### src/design/mct_pkg.sv
// Package for the minute countdown timer with alarm.
// Widths, mode/LED/key codes, reset values and the shared structs.
// No dependencies.
package mct_pkg;

    localparam int TPS_W  = 16;
    localparam int MIN_W  = 7;
    localparam int SEC_W  = 13;
    localparam int SS_W   = 6;
    localparam int MODE_W = 2;
    localparam int LED_W  = 2;
    localparam int KEY_W  = 2;
    localparam int ADDR_W = 2;
    localparam int DATA_W = 16;
    localparam int IN_TDATA_W  = 8;
    localparam int OUT_TDATA_W = 40;

    localparam logic [MODE_W-1:0] MODE_SETTING  = 2'd0;
    localparam logic [MODE_W-1:0] MODE_COUNTING = 2'd1;
    localparam logic [MODE_W-1:0] MODE_ALARM    = 2'd2;

    localparam logic [LED_W-1:0] LED_GREEN  = 2'd0;
    localparam logic [LED_W-1:0] LED_YELLOW = 2'd1;
    localparam logic [LED_W-1:0] LED_RED    = 2'd2;

    localparam logic [KEY_W-1:0] KEY_MINUS = 2'd0;
    localparam logic [KEY_W-1:0] KEY_PLUS  = 2'd1;
    localparam logic [KEY_W-1:0] KEY_SHORT = 2'd2;
    localparam logic [KEY_W-1:0] KEY_LONG  = 2'd3;

    localparam logic [ADDR_W-1:0] REG_TPS     = 2'd0;
    localparam logic [ADDR_W-1:0] REG_BEEP_ON = 2'd1;
    localparam logic [ADDR_W-1:0] REG_PERIOD  = 2'd2;
    localparam logic [ADDR_W-1:0] REG_MAX_MIN = 2'd3;

    localparam logic [TPS_W-1:0] TPS_RST     = 16'd1000;
    localparam logic [TPS_W-1:0] BEEP_ON_RST = 16'd500;
    localparam logic [TPS_W-1:0] PERIOD_RST  = 16'd1000;
    localparam logic [MIN_W-1:0] MAX_MIN_RST = 7'd99;

    typedef struct packed {
        logic [TPS_W-1:0] ticks_per_second;
        logic [TPS_W-1:0] beep_on_ticks;
        logic [TPS_W-1:0] beep_period_ticks;
        logic [MIN_W-1:0] max_minutes;
    } cfg_t;

    typedef struct packed {
        logic              page_exit;
        logic [LED_W-1:0]  led_color;
        logic              beeper_on;
        logic [SEC_W-1:0]  remaining_total;
        logic [MIN_W-1:0]  minutes_set;
        logic [MODE_W-1:0] mode;
    } result_t;

endpackage

### src/design/mct_core.sv
// Timer state and per-item update for the minute countdown timer.
// Depends on mct_pkg.
module mct_core (
    input  logic                        clk,
    input  logic                        rst_n,
    input  mct_pkg::cfg_t               cfg,
    input  logic                        step,
    input  logic                        action,
    input  logic [mct_pkg::KEY_W-1:0]   key_code,
    output mct_pkg::result_t            res
);
    import mct_pkg::*;

    logic [MODE_W-1:0] mode_reg, mode_next;
    logic [MIN_W-1:0]  minutes_reg, minutes_next;
    logic [SEC_W-1:0]  secs_reg, secs_next;
    logic [TPS_W-1:0]  pres_reg, pres_next;
    logic [TPS_W-1:0]  phase_reg, phase_next;
    logic              buzzer_reg, buzzer_next;
    logic [LED_W-1:0]  led_reg, led_next;
    logic              exit_flag;
    logic [TPS_W-1:0]  pres_inc, phase_inc;
    logic [SEC_W-1:0]  secs_dec, start_secs;
    logic              busy;

    assign pres_inc   = pres_reg + 1'b1;
    assign phase_inc  = phase_reg + 1'b1;
    assign secs_dec   = (secs_reg != '0) ? secs_reg - 1'b1 : secs_reg;
    assign start_secs = {minutes_reg, 6'd0} - {4'd0, minutes_reg, 2'd0};
    assign busy       = (mode_reg == MODE_COUNTING) || (mode_reg == MODE_ALARM);

    always_comb
    begin
        mode_next    = mode_reg;
        minutes_next = minutes_reg;
        secs_next    = secs_reg;
        pres_next    = pres_reg;
        phase_next   = phase_reg;
        buzzer_next  = buzzer_reg;
        led_next     = led_reg;
        exit_flag    = 1'b0;
        if (!action)
        begin
            case (mode_reg)
                MODE_COUNTING:
                begin
                    if (pres_inc >= cfg.ticks_per_second)
                    begin
                        pres_next = '0;
                        secs_next = secs_dec;
                        if (secs_dec == '0)
                        begin
                            mode_next = MODE_ALARM;
                            led_next  = LED_RED;
                        end
                    end
                    else
                    begin
                        pres_next = pres_inc;
                    end
                end
                MODE_ALARM:
                begin
                    if (phase_inc < cfg.beep_on_ticks)
                    begin
                        phase_next  = phase_inc;
                        buzzer_next = 1'b1;
                    end
                    else if (phase_inc < cfg.beep_period_ticks)
                    begin
                        phase_next  = phase_inc;
                        buzzer_next = 1'b0;
                    end
                    else
                    begin
                        phase_next = '0;
                    end
                end
                default:
                begin
                    pres_next   = '0;
                    phase_next  = '0;
                    buzzer_next = 1'b0;
                end
            endcase
        end
        else if (busy)
        begin
            if (key_code == KEY_SHORT)
                exit_flag = 1'b1;
        end
        else
        begin
            case (key_code)
                KEY_MINUS:
                begin
                    if (minutes_reg > 7'd1)
                        minutes_next = minutes_reg - 1'b1;
                end
                KEY_PLUS:
                begin
                    if (minutes_reg < cfg.max_minutes)
                        minutes_next = minutes_reg + 1'b1;
                end
                KEY_SHORT:
                begin
                    secs_next = start_secs;
                    mode_next = MODE_COUNTING;
                    led_next  = LED_YELLOW;
                end
                default:
                begin
                    exit_flag = 1'b1;
                end
            endcase
        end
        if (exit_flag)
        begin
            mode_next    = MODE_SETTING;
            minutes_next = 7'd1;
            secs_next    = '0;
            buzzer_next  = 1'b0;
            led_next     = LED_GREEN;
        end
    end

    always_ff @(posedge clk or negedge rst_n)
    begin
        if (!rst_n)
        begin
            mode_reg    <= MODE_SETTING;
            minutes_reg <= 7'd1;
            secs_reg    <= '0;
            pres_reg    <= '0;
            phase_reg   <= '0;
            buzzer_reg  <= 1'b0;
            led_reg     <= LED_GREEN;
        end
        else if (step)
        begin
            mode_reg    <= mode_next;
            minutes_reg <= minutes_next;
            secs_reg    <= secs_next;
            pres_reg    <= pres_next;
            phase_reg   <= phase_next;
            buzzer_reg  <= buzzer_next;
            led_reg     <= led_next;
        end
    end

    always_comb
    begin
        res.mode            = mode_next;
        res.minutes_set     = minutes_next;
        res.remaining_total = secs_next;
        res.beeper_on       = buzzer_next;
        res.led_color       = led_next;
        res.page_exit       = exit_flag;
    end

endmodule

### src/design/mct_sec_split.sv
// Splits a seconds count into minutes and seconds for display.
// Divide by 60 through a reciprocal multiply, exact below 7680. Depends on mct_pkg.
module mct_sec_split (
    input  logic [mct_pkg::SEC_W-1:0] total,
    output logic [mct_pkg::MIN_W-1:0] minutes,
    output logic [mct_pkg::SS_W-1:0]  seconds
);
    import mct_pkg::*;

    localparam int RECIP_SH = 19;
    localparam logic [13:0] RECIP = 14'd8739;

    logic [SEC_W+13:0] prod;
    logic [SEC_W-1:0]  q_ext, q_times60, rem;

    assign prod      = total * RECIP;
    assign minutes   = prod[RECIP_SH +: MIN_W];
    assign q_ext     = {{(SEC_W-MIN_W){1'b0}}, minutes};
    assign q_times60 = {q_ext[SEC_W-7:0], 6'd0} - {q_ext[SEC_W-3:0], 2'd0};
    assign rem       = total - q_times60;
    assign seconds   = rem[SS_W-1:0];

endmodule

### src/design/minute_countdown_timer_with_alarm_unit.sv
// Top level of the minute countdown timer with alarm: input register,
// state update, result register and display split. Depends on mct_pkg,
// mct_core and mct_sec_split.
//
// Usage:
//   Input items on s_axis: tuser is the action (0 one ms tick, 1 key press),
//   tdata[1:0] the key code (minus, plus, short select, long select).
//   Each item yields exactly one result on m_axis with mode, minutes set,
//   seconds left with its minute/second split, buzzer, LED and page exit.
//   m_axis_tvalid rises once the item has passed the input register and
//   the state update has loaded the result register.
//   Throughput is one item per cycle while m_axis_tready is high.
//   When the receiver stalls, the result register holds its item and one
//   more item can wait in the input register; then s_axis_tready drops.
//   Reset gives setting mode, 1 minute, 0 s, buzzer off, LED green, and
//   the configuration registers take their default values.
//   Configuration writes (cfg_we, cfg_addr, cfg_wdata) take effect at once;
//   the user makes them only while the block is idle; it does not enforce this.
module minute_countdown_timer_with_alarm_unit (
    input  logic                               clk,
    input  logic                               rst_n,
    input  logic                               cfg_we,
    input  logic [mct_pkg::ADDR_W-1:0]         cfg_addr,
    input  logic [mct_pkg::DATA_W-1:0]         cfg_wdata,
    input  logic                               s_axis_tvalid,
    output logic                               s_axis_tready,
    input  logic [mct_pkg::IN_TDATA_W-1:0]     s_axis_tdata,  // key_code[1:0], zeros
    input  logic                               s_axis_tuser,  // action
    output logic                               m_axis_tvalid,
    input  logic                               m_axis_tready,
    output logic [mct_pkg::OUT_TDATA_W-1:0]    m_axis_tdata
    // m_axis_tdata: mode[1:0], minutes_set[8:2], remaining_total[21:9],
    // remaining_minutes[28:22], remaining_seconds[34:29], beeper_on[35],
    // led_color[37:36], page_exit[38], zero[39]
);
    import mct_pkg::*;

    cfg_t             cfg_reg;
    logic             in_vld_reg;
    logic             in_action_reg;
    logic [KEY_W-1:0] in_key_reg;
    logic             out_vld_reg;
    result_t          out_reg;
    result_t          core_res;
    logic             advance;
    logic [MIN_W-1:0] disp_min;
    logic [SS_W-1:0]  disp_sec;

    always_ff @(posedge clk or negedge rst_n)
    begin
        if (!rst_n)
        begin
            cfg_reg.ticks_per_second  <= TPS_RST;
            cfg_reg.beep_on_ticks     <= BEEP_ON_RST;
            cfg_reg.beep_period_ticks <= PERIOD_RST;
            cfg_reg.max_minutes       <= MAX_MIN_RST;
        end
        else if (cfg_we)
        begin
            case (cfg_addr)
                REG_TPS:     cfg_reg.ticks_per_second  <= cfg_wdata;
                REG_BEEP_ON: cfg_reg.beep_on_ticks     <= cfg_wdata;
                REG_PERIOD:  cfg_reg.beep_period_ticks <= cfg_wdata;
                REG_MAX_MIN: cfg_reg.max_minutes       <= cfg_wdata[MIN_W-1:0];
                default:     cfg_reg <= cfg_reg;
            endcase
        end
    end

    assign advance       = in_vld_reg && (!out_vld_reg || m_axis_tready);
    assign s_axis_tready = !in_vld_reg || advance;

    always_ff @(posedge clk or negedge rst_n)
    begin
        if (!rst_n)
        begin
            in_vld_reg  <= 1'b0;
            out_vld_reg <= 1'b0;
        end
        else
        begin
            if (s_axis_tready)
                in_vld_reg <= s_axis_tvalid;
            if (advance)
                out_vld_reg <= 1'b1;
            else if (m_axis_tready)
                out_vld_reg <= 1'b0;
        end
    end

    always_ff @(posedge clk)
    begin
        if (s_axis_tready && s_axis_tvalid)
        begin
            in_action_reg <= s_axis_tuser;
            in_key_reg    <= s_axis_tdata[KEY_W-1:0];
        end
        if (advance)
            out_reg <= core_res;
    end

    mct_core u_core (
        .clk      (clk),
        .rst_n    (rst_n),
        .cfg      (cfg_reg),
        .step     (advance),
        .action   (in_action_reg),
        .key_code (in_key_reg),
        .res      (core_res)
    );

    mct_sec_split u_split (
        .total   (out_reg.remaining_total),
        .minutes (disp_min),
        .seconds (disp_sec)
    );

    assign m_axis_tvalid = out_vld_reg;
    assign m_axis_tdata  = {1'b0, out_reg.page_exit, out_reg.led_color, out_reg.beeper_on,
                            disp_sec, disp_min, out_reg.remaining_total,
                            out_reg.minutes_set, out_reg.mode};

endmodule
### config.mk
export PLATFORM = sky130hd
export DESIGN_NAME = minute_countdown_timer_with_alarm_unit
export DESIGN_NICKNAME = d
export VERILOG_FILES = /design/src/design/mct_pkg.sv /design/src/design/mct_core.sv /design/src/design/mct_sec_split.sv /design/src/design/minute_countdown_timer_with_alarm_unit.sv
export SDC_FILE = /design/constraint.sdc
export NUM_CORES = 1
export LEC_CHECK = 0
export ABC_AREA = 1
export BUFFER_PORTS_ARGS = -buffer_cell sky130_fd_sc_hd__buf_4
export CAP_MARGIN = 20
export CORE_MARGIN = 5
export CORE_UTILIZATION = 55
export DETAILED_ROUTE_END_ITERATION = 8
export PLACE_DENSITY = 0.74
export SYNTH_ARGS = -nofsm -noshare
export SYNTH_HDL_FRONTEND = slang
export SYNTH_SLANG_ARGS = --single-unit
### constraint.sdc
create_clock -name clk -period 10.8 [get_ports clk]
set_input_delay 0 -clock clk [delete_from_list [all_inputs] [get_ports clk]]
set_output_delay 0 -clock clk [all_outputs]
set_load 0.01 [all_outputs]
Yosys cells after proc, flatten, opt, wreduce, memory -nomap -nowiden. Index checks and enable logic that the tools add are counted.

$add $sub $neg: 8. Multipliers: 1. Div/mod/pow operators: 0. Magnitude comparators: 5. Equal/unequal tests: 7. Shift-type cells: 0. Multiplexer cells: 43. Bitwise gates (word level): 3. Reductions and logical operators: 19.

Operators by type and width (count): 13-bit 2-to-1 mux (7); 16-bit case mux with 2 select lines (2); 16-bit 2-to-1 mux (3); 7-bit 2-to-1 mux (5); 16-bit by 1-bit adder with 16-bit output (second input constant) (2); 16-bit < comparator (2); 2-bit 2-to-1 mux (14); 13-bit by 14-bit multiplier with 26-bit output (second input constant) (1); 16-bit >= comparator (1); 7-bit case mux with 2 select lines (1); 13-bit zero test (1); 13-bit nonzero test (1); 13-bit by 1-bit subtractor with 13-bit output (second input constant) (1); 13-bit by 9-bit subtractor with 13-bit output (1); 1-bit 2-to-1 mux (10); 2-bit equality test (second input constant) (4); 2-bit AND reduction (4); 7-bit by 1-bit adder with 7-bit output (second input constant) (1); 7-bit by 1-bit > comparator with 1-bit output (second input constant) (1); 7-bit < comparator (1); 7-bit by 1-bit subtractor with 7-bit output (second input constant) (1); 2-bit by 1-bit equality test with 1-bit output (second input constant) (3); 3-bit AND reduction (2); 1-bit by 6-bit subtractor with 6-bit output (first input constant) (1); other kinds (9) (16).

Bits in registers: 143. Bits in latches: 0. Memory bits (writable): 0. Memory bits (read-only): 0. Bits of input ports: 32. Word-level logic and storage cells: 107. Memories: 0.

Depth between registers and ports, before layout. Gate-level depths: netlist of the first run.

Depth in word-level cells: 8. Depth in mapped cells: 25. Gate-level depth less buffers: 25.

Modules after synthesis. From an unflattened synthesis of the first run, not the netlist that was laid out.

Cells, all modules: 1543. Area, all modules: 11755.0 µm².

By module, submodules not included: mct_core (times used 1, cells an instance 906, area an instance 6063.3 µm², sequential area each 1427.6 µm²); minute_countdown_timer_with_alarm_unit (times used 1, cells an instance 287, area an instance 3243.1 µm², sequential area each 2324.7 µm²); mct_sec_split (times used 1, cells an instance 350, area an instance 2448.6 µm², sequential area each 0.0 µm²).

Worst setup path before layout of the first run. OpenSTA, ideal clock, no wires.

Kind: register to output. From: reg out_reg, in the netlist m_axis_tdata[20]. To: out m_axis_tdata[34] (netlist bit). Arrival: 4528 ps. Data required time: 10800 ps. Setup slack: 6272 ps. Stages on the path, launching flop included: 22. Cells stage by stage: edfxtp_1 inv_1 ha_1 inv_1 fa_1 fa_1 inv_1 fa_1 inv_1 ha_1 a21oi_1 o21a_1 nor2_1 nor2_1 nand2_1 a21oi_1 xnor2_1 ha_1 a21oi_1 nand2_1 xor2_1 xnor2_1.

Cells in the longest elaborated chain, start to end: 3.

RTL lines: start: declaration (line minute_countdown_timer_with_alarm_unit.sv:43) `result_t out_reg;`; start signal: assignment (line minute_countdown_timer_with_alarm_unit.sv:99) `out_reg <= core_res;`; 13-bit by 14-bit multiplier with 26-bit output (line mct_sec_split.sv:16) `assign prod = total * RECIP;`; net m_axis_tdata, one bit (line minute_countdown_timer_with_alarm_unit.sv:31) `output logic [mct_pkg::OUT_TDATA_W-1:0] m_axis_tdata`; 1-bit by 6-bit subtractor with 6-bit output (line mct_sec_split.sv:19) `assign q_times60 = {q_ext[SEC_W-7:0], 6'd0} - {q_ext[SEC_W-3:0], 2'd0};`; 6-bit subtractor (line mct_sec_split.sv:20) `assign rem = total - q_times60;`; end: declaration (line minute_countdown_timer_with_alarm_unit.sv:31).

The timed path passes the listed nets, and every way through them passes these cells.

Worst setup path after layout of the first run.
From: reg out_reg, in the netlist m_axis_tdata[20]. To: out m_axis_tdata[34] (netlist bit).

Cells in the longest elaborated chain, start to end: 3.

RTL lines (line): 13-bit by 14-bit multiplier with 26-bit output (mct_sec_split.sv:16); 1-bit by 6-bit subtractor with 6-bit output (mct_sec_split.sv:19); 6-bit subtractor (mct_sec_split.sv:20).

No other way between the ends.

==> impl_metrics.env, run 1 <==
export IMPL_critPathRequiredTime_ns=10.80
export IMPL_timing_rr_start="u_core.pres_reg[0]"
export IMPL_path_clk_slew_ns=0.06
export IMPL_hold_end="cfg_reg[37]"
export IMPL_top_level_ports=74
export IMPL_hold_class="in2reg"
export IMPL_finalSetupViolations=0
export IMPL_cts_tree="done"
export IMPL_rsz0062_at_grt="false"
export IMPL_hold_ws_ns=0.0752
export IMPL_fin_skew_ns=0.0122
export IMPL_grt_pass1_vias=9145
export IMPL_synth_area_um2=10900
export IMPL_cts_sinks=143
export IMPL_syn_area_per_cell_um2=7.84
export IMPL_yosysUniqueCellTypes=50
export IMPL_powerDensity_nw_per_um2=276
export IMPL_gp_congestion=0.939
export IMPL_dp_final_hpwl_mm=18.7
export IMPL_grt_met3_usage_pct=3.50
export IMPL_grt_antenna_before_repair=0
export IMPL_synth_nets=1579
export IMPL_drv_cap=0
export IMPL_top_usage_layer="met2"
export IMPL_path_buf_inv=2
export IMPL_dp_slack_ns=6.03
export IMPL_rows=51
export IMPL_gr_usage_met2_pct=38.7
export IMPL_fin_area_um2=12400
export IMPL_fin_nets=1664
export IMPL_crit_path_max_fanout=6
export IMPL_end_kind="output pin"
export IMPL_power_total_mw=3.42
export IMPL_p_leak_nw=6.51
export IMPL_fin_crit_sh_pct=47.9
export IMPL_status="completed"
export IMPL_firstDrtPassIters=7
export IMPL_timing_rr_end="m_axis_tdata[0]"
export IMPL_swShare_pct=46.2
export IMPL_fmax_mhz=193
export IMPL_critical_path_arrival_ns=5.18
export IMPL_die_w_um=151
export IMPL_p_sw_mw=1.58
export IMPL_dieArea_um2=22700
export IMPL_layout_min_cycle_time_ns=5.18
export IMPL_grt_usage_pct=23.6
export IMPL_slew_viol_final=0
export IMPL_slew_headroom_pct=31.7
export IMPL_pwr_share_clk_pct=15.6
export IMPL_largest_register_ffs=55
export IMPL_clockBufferDepth=2
export IMPL_syn_inst=1390
export IMPL_area_growth_pct=13.8
export IMPL_htreeDepth=4
export IMPL_p_int_mw=1.84
export IMPL_fin_cells=1753
export IMPL_core_um2=19500
export IMPL_vias=9286
export IMPL_r2r_setup_slack_ns=6.64
export IMPL_cts_root_buf="clkbuf_16"
export IMPL_path_common_cell="ha_1"
export IMPL_start_util_pct=56.0
export IMPL_worst_pin_slew_ns=1.02
export IMPL_path_cells="inv_1 > ha_1 > ha_1 > or2_2 > fa_1 > fa_1 > ha_1 > ha_1 > a21oi_1 > o21a_1 > nor2_1 > nor2_1 > nand2_1 > a21oi_1 > xnor2_1 > ha_1 > a21oi_1 > nand2_1 > xor2_1 > xnor2_1 > buf_4"
export IMPL_grt_met1_usage_pct=32.9
export IMPL_clock_insertion_delay_worst_skew_ns=0.43
export IMPL_wl_mm=25.5
export IMPL_slowest_delay_ns=0.51
export IMPL_grt_first_pass_wirelength_mm=43.4
export IMPL_synth_edf_count=29
export IMPL_dieHeight_um=151
export IMPL_fill_cells=1662
export IMPL_fin_util_pct=63.7
export IMPL_postCtsSetupBuffers=0
export IMPL_dpl_cell_area_um2=11600
export IMPL_crit_family="adder cells"
export IMPL_drt_vias_per_instance=5.30
export IMPL_diodes=0
export IMPL_drc=0
export IMPL_holdCritStartpoint="cfg_we"
export IMPL_ys_flop_type="dfrtp_1"
export IMPL_ys_seq_area_share_pct=34.4
export IMPL_power_frac_seq_pct=24.1
export IMPL_async_flop_share_pct=79.7
export IMPL_combPwrFrac_pct=60.2
export IMPL_yosys_warnings=0
export IMPL_cts_made_buffers=17
export IMPL_drive_above_1_share_pct=10.1
export IMPL_cpMaxStageDelayCell="fa_1"
export IMPL_ys_ff_latch=143
export IMPL_worst_setup_path_type="reg2out"
export IMPL_fin_ws_ns=5.62
export IMPL_drt_iter0_drc=566
export IMPL_drtAntennaViolNets=0
export IMPL_place_inst=1696
export IMPL_hold_viol=0
export IMPL_fin_setup_tns_ns=0
export IMPL_startpoint_type="register"
export IMPL_overflow=0
export IMPL_r2r_cells=20
export IMPL_grt_max_degree=76
export IMPL_ir_drop_v=0.000153
export IMPL_wl_per_cell_um=14.5
export IMPL_io_buffers=66
export IMPL_min_path_cells=3
[placed cells by master, fill, tap and decap left out, types with 6 or more instances in the layout]
cell type        n
a21oi_1         62
a31oi_1          7
buf_4           71
clkbuf_16       17
dfrtp_1         91
dfstp_2         23
dlygate4sd3_1   24
edfxtp_1        29
fa_1            20
ha_1           137
inv_1          262
inv_2            6
nand2_1        311
nand3_1         79
nand4_1         14
nor2_1          63
nor3_1          14
o211ai_1        11
o21a_1           7
o21ai_0        109
o21ai_1          8
o22ai_1         24
xnor2_1          6
xor2_1          29
[worst max path at each step]
| stage | from | endpoint | slack, ns | cells past startpoint |
|---|---|---|---|---|
| after floorplan | m_axis_tdata[20] | m_axis_tdata[34] | 6.27 | 21 |
| after global placement | m_axis_tdata[20] | m_axis_tdata[34] | 6.12 | 22 |
| after detailed placement | m_axis_tdata[20] | m_axis_tdata[34] | 6.03 | 22 |
| after CTS | m_axis_tdata[20] | m_axis_tdata[34] | 5.58 | 21 |
| after global routing | m_axis_tdata[20] | m_axis_tdata[34] | 5.22 | 22 |
| final | m_axis_tdata[20] | m_axis_tdata[34] | 5.62 | 21 |
[layer usage]
layer  up-vias  wire length (um)
met2       216             11900
met5         -                 0
met1      4349             12000
li1       4689                 -
met4         0               454
met3        32              1170
[tightest hold or removal path, delay by kind of cell]
kind / cells / cell delay [ns]
simple gates: 1 / 0.22
buf+inv: 1 / 0.12
compound gates: 1 / 0.11
[cells by family after synthesis]
| logic type | count (synthesis) | share of synthesized area, % |
|---|---|---|
| AND/OR/NAND/NOR | 510 | 20.0 |
| adder cells (fa/ha/maj) | 157 | 19.4 |
| buffers and inverters | 300 | 10.6 |
| AO/OA/AOI/OAI | 244 | 12.6 |
| flip-flops | 143 | 34.4 |
| XOR/XNOR | 35 | 2.81 |
| other | 1 | 0.0344 |
[what timing repair did]
action	in CTS	in global routing
hold buffers	24	0
endpoints found under the hold margin	100	0
resized for setup	0	0
[power groups by stage]
| stage | clock (mW) | sequential [mW] | combinational, mW |
|---|---|---|---|
| floorplan | 0 | 0.785 | 1.49 |
| global placement | 0 | 0.827 | 1.98 |
| detailed placement | 0 | 0.828 | 2.03 |
| CTS | 0.543 | 0.821 | 2.07 |
| global route | 0.567 | 0.840 | 2.37 |
| finish | 0.535 | 0.824 | 2.06 |
[cell usage after synthesis (4+ instances only)]
library cell	n	area, um^2
xnor2_1	6	52.6
ha_1	137	1710
nor3_1	14	70.1
inv_1	262	983
o21a_1	7	52.6
clkbuf_1	20	75.1
buf_4	4	30.0
nand3b_1	5	37.5
nand2_1	311	1170
xor2_1	29	254
nand4_1	14	87.6
o22ai_1	24	150
inv_2	6	22.5
nand2_2	5	31.3
nor2_1	63	236
nand3_1	79	395
o211ai_1	11	82.6
a31oi_1	7	43.8
edfxtp_1	29	871
o21ai_1	8	40.0
dfstp_2	23	604
o21ai_0	109	546
a21oi_1	62	310
dfrtp_1	91	2280
fa_1	20	400
[cell type report]
type | count | area [um^2] | area share [%]
clock inverter | 9 | 62.6 | 0.505
sequential | 143 | 3750 | 30.3
inverter | 270 | 1010 | 8.17
clock buffer | 23 | 468 | 3.77
timing repair buffer | 96 | 785 | 6.33
multi-input combinational | 947 | 5990 | 48.3
tap | 265 | 332 | 2.67
(Power assumes the default switching activity.)
==> run 2: changes to the inputs <==
PLACE_DENSITY = 0.76   (was 0.74)
clock period = 4.5 ns   (was 10.8 ns; I/O delays follow)
==> run 2 against run 1 <==
- the flow now finishes with violations (setup timing)
- sequential share of layout area down 1.1 points
- flip-flop and latch count did not move
- register-to-register slack got worse by 6.1 ns
- die area unchanged
- via count rose by 2.2%
- core utilization grew 2.4 points
- clock skew fell by 0.0035 ns
- clock-buffer cell count down 4
- sequential power up 140%
- clock power rose to 2.6 times the previous value
- global-route usage up 0.66 points
- setup slack got worse by 5.9 ns
==> impl_metrics.env, run 2 (synthesized netlist as in run 1, its figures left out) <==
export IMPL_status="complete, but fails checks"
export IMPL_violations="setup timing"
export IMPL_p_leak_nw=6.64
export IMPL_grt_antenna_before_repair=0
export IMPL_gp_congestion=0.935
export IMPL_grt_max_degree=86
export IMPL_powerDensity_nw_per_um2=733
export IMPL_die_w_um=151
export IMPL_vias=9490
export IMPL_fill_cells=1539
export IMPL_top_level_ports=74
export IMPL_clock_insertion_delay_worst_skew_ns=0.43
export IMPL_final_common_cell="nand2_1"
export IMPL_critPathRequiredTime_ns=4.50
export IMPL_fin_cells=1771
export IMPL_cts_sinks=143
export IMPL_worst_setup_path_type="reg2out"
export IMPL_grt_first_pass_wirelength_mm=44.4
export IMPL_area_growth_pct=18.1
export IMPL_startpoint_type="register"
export IMPL_wl_per_cell_um=14.9
export IMPL_wl_mm=26.4
export IMPL_drt_vias_per_instance=5.36
export IMPL_io_buffers=66
export IMPL_slew_headroom_pct=32.0
export IMPL_firstDrtPassIters=7
export IMPL_fin_skew_ns=0.00874
export IMPL_ir_drop_v=0.000544
export IMPL_fin_util_pct=66.1
export IMPL_drt_iter0_drc=594
export IMPL_critical_path_arrival_ns=4.78
export IMPL_place_inst=1705
export IMPL_layout_min_cycle_time_ns=4.78
export IMPL_fmax_mhz=209
export IMPL_cp_startpoint="m_axis_tdata[21]"
export IMPL_cts_made_buffers=17
export IMPL_power_frac_seq_pct=20.7
export IMPL_power_total_mw=9.43
export IMPL_drv_cap=0
export IMPL_pwr_share_clk_pct=14.9
export IMPL_dieArea_um2=22700
export IMPL_dp_final_hpwl_mm=19.2
export IMPL_htreeDepth=4
export IMPL_path_clk_slew_ns=0.06
export IMPL_overflow=0
export IMPL_timing_rr_start="u_core.pres_reg[0]"
export IMPL_crit_path_max_fanout=3
export IMPL_r2r_cells=19
export IMPL_p_int_mw=5.15
export IMPL_worst_pin_slew_ns=1.02
export IMPL_fin_nets=1682
export IMPL_cts_root_buf="clkbuf_16"
export IMPL_layout_common_cells="nand2_1, inv_1, ha_1, o21ai_0, dfrtp_1"
export IMPL_dp_slack_ns=-0.0277
export IMPL_start_util_pct=56.0
export IMPL_largest_register_ffs=55
export IMPL_drive_above_1_share_pct=14.1
export IMPL_drc=0
export IMPL_drtAntennaViolNets=0
export IMPL_slew_viol_final=0
export IMPL_grt_pass1_vias=9224
export IMPL_diodes=0
export IMPL_dieHeight_um=151
export IMPL_fin_crit_sh_pct=106
export IMPL_p_sw_mw=4.29
export IMPL_combPwrFrac_pct=64.4
export IMPL_swShare_pct=45.4
export IMPL_cts_tree="done"
export IMPL_fin_ws_ns=-0.279
export IMPL_hold_class="in2async"
export IMPL_core_um2=19500
export IMPL_finalSetupViolations=3
export IMPL_clockBufferDepth=2
export IMPL_grt_usage_pct=24.2
export IMPL_rsz0062_at_grt="true"
export IMPL_end_kind="output pin"
export IMPL_rows=51
export IMPL_hold_viol=0
-- run 2: per-stage QoR --
stage | setup TNS (ns) | instance area (um^2) | hold slack (ns)
3_5_place_dp | -0.0277 | 11700 | 0.181
5_1_grt | -1.17 | 12900 | 0.0622
4_1_cts | -0.642 | 12700 | 0.192
3_3_place_gp | 0 | 11700 | 0.180
2_1_floorplan | 0 | 10900 | -0.296
6_report | -0.647 | 12900 | 0.0299
-- run 2: worst paths after layout --
path	slack (ns)	to
setup / recovery	-0.28	m_axis_tdata[34]
hold / removal	0.03	u_core.pres_reg[15]
setup reg to reg	0.59	m_axis_tdata[21]
hold reg to reg	0.49	cfg_reg[26]
max in group asynchronous	3.37	cfg_reg[0]
min in group clk	0.17	cfg_reg[37]
-- run 2: area by class of cell --
cell class / instances / area (um^2) / share of cell area (%)
sequential: 143 / 3750 / 29.2
timing repair buffer: 114 / 966 / 7.51
clock buffer: 19 / 464 / 3.61
tap: 265 / 332 / 2.58
multi-input combinational: 947 / 6210 / 48.3
clock inverter: 13 / 125 / 0.972
inverter: 270 / 1010 / 7.88
-- run 2: power by group through the flow --
stage / Combinational, mW / Sequential [mW] / Clock (mW)
finish: 6.08 / 1.95 / 1.40
global route: 6.83 / 1.99 / 1.49
CTS: 5.62 / 1.94 / 1.43
detailed placement: 5.08 / 1.96 / 0
global placement: 4.94 / 1.95 / 0
floorplan: 3.59 / 1.88 / 0
-- run 2: critical path, cell delays in order (launching register included) --
cell	delay [ns]
edfxtp_1	0.44
ha_4	0.29
inv_2	0.03
fa_1	0.45
fa_1	0.49
inv_1	0.05
fa_1	0.50
inv_2	0.05
ha_4	0.21
a21oi_2	0.15
o21a_1	0.17
nor2_1	0.05
nor2_1	0.12
nand2_2	0.11
a21oi_4	0.17
xnor2_2	0.16
ha_4	0.25
a21oi_1	0.14
nand2_1	0.08
xor2_1	0.15
xnor2_1	0.15
buf_4	0.14
-- run 2: timing repair --
| item | 4_1_cts | 5_1_grt |
|---|---|---|
| pin swaps | 29 | 8 |
| gates resized for setup | 32 | 15 |
| hold buffers | 24 | 0 |
| setup endpoints to repair | 3 | 4 |
| endpoints found under the hold margin | 129 | 0 |
| setup buffers | 5 | 2 |
-- run 2: per-layer routing --
| layer | GRT usage (%) | vias up | wire, um |
|---|---|---|---|
| li1 | - | 4717 | - |
| met1 | 33.2 | 4425 | 12000 |
| met2 | 40.0 | 298 | 12400 |
| met3 | 3.41 | 50 | 1430 |
| met4 | 7.52 | 0 | 541 |
| met5 | 0 | - | 0 |
